File: config.mk
export PLATFORM = sky130hd
export DESIGN_NAME = dlbh_ctrl
export DESIGN_NICKNAME = d
export VERILOG_FILES = /design/src/rtl/core/dlbh_pkg.sv /design/src/rtl/core/dlbh_ctrl.sv
export SDC_FILE = /design/constraint.sdc
export NUM_CORES = 1
export LEC_CHECK = 0
export BUFFER_PORTS_ARGS = -buffer_cell sky130_fd_sc_hd__buf_4
export CAP_MARGIN = 20
export CORE_UTILIZATION = 43
export DETAILED_ROUTE_END_ITERATION = 8
export HOLD_SLACK_MARGIN = 0.02
export PLACE_DENSITY_LB_ADDON = 0.15
export SYNTH_ARGS = -nofsm -noshare
export SYNTH_HDL_FRONTEND = slang
export SYNTH_SLANG_ARGS = --single-unit
export TNS_END_PERCENT = 10
File: constraint.sdc
create_clock -name clk -period 2.3 [get_ports clk]
set_input_delay 0.23 -clock clk [delete_from_list [all_inputs] [get_ports clk]]
set_output_delay 0.23 -clock clk [all_outputs]
set_load 0.01 [all_outputs]
File: src/rtl/core/dlbh_pkg.sv
// ----------------------------------------------------------------------------
// dlbh_pkg
// Shared types and constants of the two-lane 128-bit byte hash: payload
// structs, datapath commands and hash constants.
// ----------------------------------------------------------------------------
package dlbh_pkg;

  localparam logic [63:0] LANE_ONE_INIT = 64'hcbf29ce484222325;
  localparam logic [63:0] LANE_ONE_MUL  = 64'h00000100000001b3;
  localparam logic [63:0] LANE_TWO_INIT = 64'h9e3779b97f4a7c15;
  localparam logic [63:0] MUL_CONST_A   = 64'hbf58476d1ce4e5b9;
  localparam logic [63:0] MUL_CONST_B   = 64'h94d049bb133111eb;

  localparam int unsigned FNV_SHIFT  = 40;
  localparam int unsigned ROT_LEFT   = 13;
  localparam int unsigned FIN_SHIFT1 = 30;
  localparam int unsigned FIN_SHIFT2 = 27;
  localparam int unsigned FIN_SHIFT3 = 31;

  typedef struct packed {
    logic        mode;
    logic [63:0] payload;
    logic        last;
  } in_item_t;

  typedef struct packed {
    logic [63:0] digest_high;
    logic [63:0] digest_low;
  } out_item_t;

  typedef enum logic [3:0] {
    DP_NOP,
    DP_LOAD,
    DP_ROUND,
    DP_MUL,
    DP_SUM_LANE,
    DP_FIN_LANE_ONE,
    DP_FIN_LANE_TWO,
    DP_SUM_MID,
    DP_SUM_HIGH,
    DP_SUM_LOW
  } dp_op_t;

  typedef enum logic {
    MUL_SEL_A,
    MUL_SEL_B
  } mul_sel_t;

  typedef struct packed {
    dp_op_t   op;
    mul_sel_t mul_sel;
  } dp_cmd_t;

endpackage

File: src/rtl/core/dlbh_ctrl.sv
// ----------------------------------------------------------------------------
// dlbh_ctrl
// Sequencer of the byte hash: takes a transaction, steps the datapath through
// the byte rounds and the two lane finalisations, and owns the result valid.
// ----------------------------------------------------------------------------
module dlbh_ctrl (
  input  logic              clk,
  input  logic              rst_n,
  input  logic              in_valid,
  input  logic              in_mode,
  input  logic              in_last,
  output logic              in_ready,
  output logic              out_valid,
  input  logic              out_ready,
  output dlbh_pkg::dp_cmd_t cmd
);

  typedef enum logic [2:0] {
    S_IDLE,
    S_ROUND,
    S_RPP,
    S_RSUM,
    S_FSTART,
    S_FPP,
    S_FMID,
    S_FEND
  } state_t;

  state_t     state_r,     state_nxt;
  logic [2:0] cnt_r,       cnt_nxt;
  logic       last_r,      last_nxt;
  logic       lane_r,      lane_nxt;
  logic       stage_r,     stage_nxt;
  logic       out_valid_r, out_valid_nxt;
  logic       slot_free;

  assign slot_free = !out_valid_r || out_ready;
  assign in_ready  = (state_r == S_IDLE);
  assign out_valid = out_valid_r;

  always_comb begin
    state_nxt     = state_r;
    cnt_nxt       = cnt_r;
    last_nxt      = last_r;
    lane_nxt      = lane_r;
    stage_nxt     = stage_r;
    out_valid_nxt = out_valid_r && !out_ready;
    cmd.op        = dlbh_pkg::DP_NOP;
    cmd.mul_sel   = dlbh_pkg::MUL_SEL_A;
    unique case (state_r)
      S_IDLE: begin
        if (in_valid) begin
          cmd.op    = dlbh_pkg::DP_LOAD;
          cnt_nxt   = in_mode ? 3'd7 : 3'd0;
          last_nxt  = in_last;
          state_nxt = S_ROUND;
        end
      end
      S_ROUND: begin
        cmd.op    = dlbh_pkg::DP_ROUND;
        state_nxt = S_RPP;
      end
      S_RPP: begin
        cmd.op    = dlbh_pkg::DP_MUL;
        state_nxt = S_RSUM;
      end
      S_RSUM: begin
        cmd.op = dlbh_pkg::DP_SUM_LANE;
        if (cnt_r != 3'd0) begin
          cnt_nxt   = cnt_r - 3'd1;
          state_nxt = S_ROUND;
        end else if (last_r) begin
          lane_nxt  = 1'b0;
          state_nxt = S_FSTART;
        end else begin
          state_nxt = S_IDLE;
        end
      end
      S_FSTART: begin
        if (lane_r) begin
          cmd.op    = dlbh_pkg::DP_FIN_LANE_TWO;
          stage_nxt = 1'b0;
          state_nxt = S_FPP;
        end else if (slot_free) begin
          cmd.op    = dlbh_pkg::DP_FIN_LANE_ONE;
          stage_nxt = 1'b0;
          state_nxt = S_FPP;
        end
      end
      S_FPP: begin
        cmd.op      = dlbh_pkg::DP_MUL;
        cmd.mul_sel = stage_r ? dlbh_pkg::MUL_SEL_B : dlbh_pkg::MUL_SEL_A;
        state_nxt   = stage_r ? S_FEND : S_FMID;
      end
      S_FMID: begin
        cmd.op    = dlbh_pkg::DP_SUM_MID;
        stage_nxt = 1'b1;
        state_nxt = S_FPP;
      end
      S_FEND: begin
        if (lane_r) begin
          cmd.op        = dlbh_pkg::DP_SUM_LOW;
          out_valid_nxt = 1'b1;
          state_nxt     = S_IDLE;
        end else begin
          cmd.op    = dlbh_pkg::DP_SUM_HIGH;
          lane_nxt  = 1'b1;
          state_nxt = S_FSTART;
        end
      end
      default: begin
        state_nxt = S_IDLE;
      end
    endcase
  end

  always_ff @(posedge clk) begin
    if (!rst_n) begin
      state_r     <= S_IDLE;
      cnt_r       <= 3'd0;
      last_r      <= 1'b0;
      lane_r      <= 1'b0;
      stage_r     <= 1'b0;
      out_valid_r <= 1'b0;
    end else begin
      state_r     <= state_nxt;
      cnt_r       <= cnt_nxt;
      last_r      <= last_nxt;
      lane_r      <= lane_nxt;
      stage_r     <= stage_nxt;
      out_valid_r <= out_valid_nxt;
    end
  end

  a_accept_starts_round: assert property (@(posedge clk) disable iff (!rst_n)
    (in_valid && in_ready) |=> (state_r == S_ROUND))
    else $error("accepted transaction did not start a round");

  a_fin_after_rounds: assert property (@(posedge clk) disable iff (!rst_n)
    (state_r == S_FSTART) |-> (cnt_r == 3'd0 && last_r))
    else $error("finalisation entered with rounds outstanding");

  a_slot_free_at_emit: assert property (@(posedge clk) disable iff (!rst_n)
    (state_r == S_FEND && lane_r) |-> !out_valid_r)
    else $error("digest overwritten while previous result pending");

  a_valid_from_emit: assert property (@(posedge clk) disable iff (!rst_n)
    $rose(out_valid_r) |-> $past(state_r == S_FEND && lane_r))
    else $error("result valid raised outside the emit step");

endmodule

==> results.md <==
- Placed Cells: 104
- Core Rows: 13
- Gr usage total: 18.9%
- CP Capture Type: primary output
- CTS Hold Buffers Added: 0
- Cell Count, Final, Fillers Out: 108
- Period utilisation layout: 75.2%
- Largest area contributor in the netlist: dfxtp_1
- PD cells: 629 mW/mm^2
- Pin count of the biggest net entering global routing: 17
- Worst min-delay path category: in2reg
- Synth top area cells: dfxtp_1, nand2_1, ha_1
- Remaining Overflow, GRT: 0
- CTS tree: built
- Vias in the first global route: 449
- FMAX: 0.578 GHz
- Synth Area per Inst: 7.69 sq um
- Crit path DAT: 1500 ps
- Die height: 40.1 um
- Worst-path fanout max: 13
- Clock latency at the later pin of the worst-skew pair: 260 ps
- Syn-to-layout area delta: 20.5%
- Mapped cell area: 623 sq um
- Wire length per cell: 12.5 um
- Total Power: 0.000472 W
- First-pass GRT wire length: 2.01 mm
- Die Area: 0.00161 sq mm
- Seq/Total Area, Yosys: 32.1%
- Ratio of cells with drive above 1 in the final layout: 19.4%
- Clk buf depth: 2
- Final nets: 102
- Final Cell Area: 751 sq um
- Post-layout util: 57.0%
- RSZ-0062 raised after global routing: no
- I/O Buffers: 12
- Setup TNS Final: 0 ps
- Via count: 615
- Crit path kind: reg2out
- Critical path startpoint category: flip-flop
- Lkg Pwr: 0.290 nW
- Status: complete, no violations
- Netlist cell types: 34
- # diodes: 0
- Max H-tree Level: 1
- Final hold vios: 0
- DP Area: 714 sq um
- Clock buffer count from CTS: 3
- Post-synth top area share: 32.1%
- I/O pins: 13
- Initial Utilization: 47.3%
- Pre-Repair DR Iteration Count: 4
- Relative slew slack: 67.7%
- Syn nets: 89
- Die width: 40.1 um
- Post-Synthesis Cells: 81
- Clk pin slew, worst setup/hold paths: 70 ps
- Drc violations: 0
- Iter 0 DRT Violations: 24
- Ys Warns: 0
- Initial antenna violation count: 0
- Minimum clock period: 1730 ps
- Worst VDD drop: 0.328 mV
- Via/cell ratio: 5.69
- Final ANT Viol Nets: 0
- Max cap viols: 0
- Final wirelength: 1.35 mm
- Placer congestion estimate: 0.788
- Final Setup Violations: 0
- Final Skew: 1.14 ps
- Post-cts resize count: 0
- Setup bufs post-CTS: 0
- Worst Path Required: 2070 ps
- DP Wirelength: 971 um
- Max-slew violations: 0
- # clock sinks: 10
- Core area: 0.00132 sq mm
- Synth Register Bits: 10
- Cell at the root of the clock tree: clkbuf_4
- Least-Margin Pin Slew: 484 ps
-- path summary, 6_finish.rpt --
| check | start | to | slack [ps] | cells past startpoint |
|---|---|---|---|---|
| min | in_last | last_r | 230 | 3 |
| max | state_r[1] | cmd[1] | 570 | 5 |
| max reg2reg | cnt_r[0] | cnt_r[2] | 630 | 6 |
| min reg2reg | stage_r | stage_r | 480 | 2 |
-- Yosys cell counts (all sizes together) --
cell type  number
o22ai           1
mux2i           1
and3b           1
a21oi           4
nand2b          4
nor2            7
buf             2
o31a            1
nor3b           1
or2             2
a2bb2oi         1
nand3           3
a32oi           1
nor2b           4
a211oi          1
o31ai           1
a21boi          4
or4b            1
ha              2
and2            3
nand2           9
dfxtp          10
o21ai           4
o21a            1
inv             4
o221ai          2
nor3            1
o211ai          1
clkbuf          2
nand3b          2
-- state kept, by name, summed over array words and instances, names as in the netlist --
register	cells
state_r	3
lane_r	1
out_valid	1
cnt_r	3
last_r	1
stage_r	1
-- worst max-delay path, stage by stage (launching register included) --
cell and delay (ps):
dfxtp_1 540, inv_1 100, o21ai_0 140, a21boi_0 190, o22ai_1 100, buf_4 160
-- cell families after synthesis --
group                    share of synthesized area, %
AO/OA/AOI/OAI                                    24.1
adder cells (fa/ha/maj)                          4.02
buffers and inverters                            5.22
flip-flops                                       32.1
multiplexers                                     1.61
AND/OR/NAND/NOR                                  32.9
-- where the power goes --
part | leakage (nW) | internal (W) | total (W) | switching [W]
sequential | 0.0816 | 0.000184 | 0.000203 | 0.0000190
combinational | 0.188 | 0.0000529 | 0.000107 | 0.0000546
clock | 0.0210 | 0.0000960 | 0.000161 | 0.0000653
total | 0.290 | 0.000333 | 0.000472 | 0.000139
-- final cells by class --
class                           count  area (sq um)
Clock buffer                        4          36.3
Multi-Input combinational cell     63           390
Sequential cell                    10           200
Inverter                            4          15.0
Timing Repair Buffer               12          90.1
Fill cell                         123           567
Tap cell                           15          18.8
-- routing by layer --
metal | share of wire (%) | global-route usage [%] | up-vias
met5 | 0 | 0 | -
met4 | 0.89 | 10.3 | 0
met3 | 8.9 | 3.89 | 2
met2 | 43 | 23.0 | 28
met1 | 47 | 29.2 | 278
li1 | - | - | 307
-- cells in the final DEF, fill, tap and decap left out, drive strengths merged, types with 2 or more instances in the layout --
cell type / netlist / final
dfxtp: 10 / 10
clkbuf: 2 / 4
nand3b: 2 / 2
ha: 2 / 2
nand2: 9 / 9
a21oi: 4 / 4
or2: 2 / 2
nor2b: 4 / 4
nand2b: 4 / 4
and2: 3 / 3
buf: 2 / 12
a21boi: 4 / 4
nand3: 3 / 3
nor2: 7 / 7
inv: 4 / 4
o21ai: 4 / 4
o221ai: 2 / 2
-- stage by stage --
stage / hold slack [ps] / setup slack, ps
after floorplan: 381 / 772
after global placement: 468 / 663
after detailed placement: 474 / 654
after CTS: 225 / 564
after global routing: 245 / 400
final: 229 / 571
Note: power is estimated with default switching activity, not from simulation.
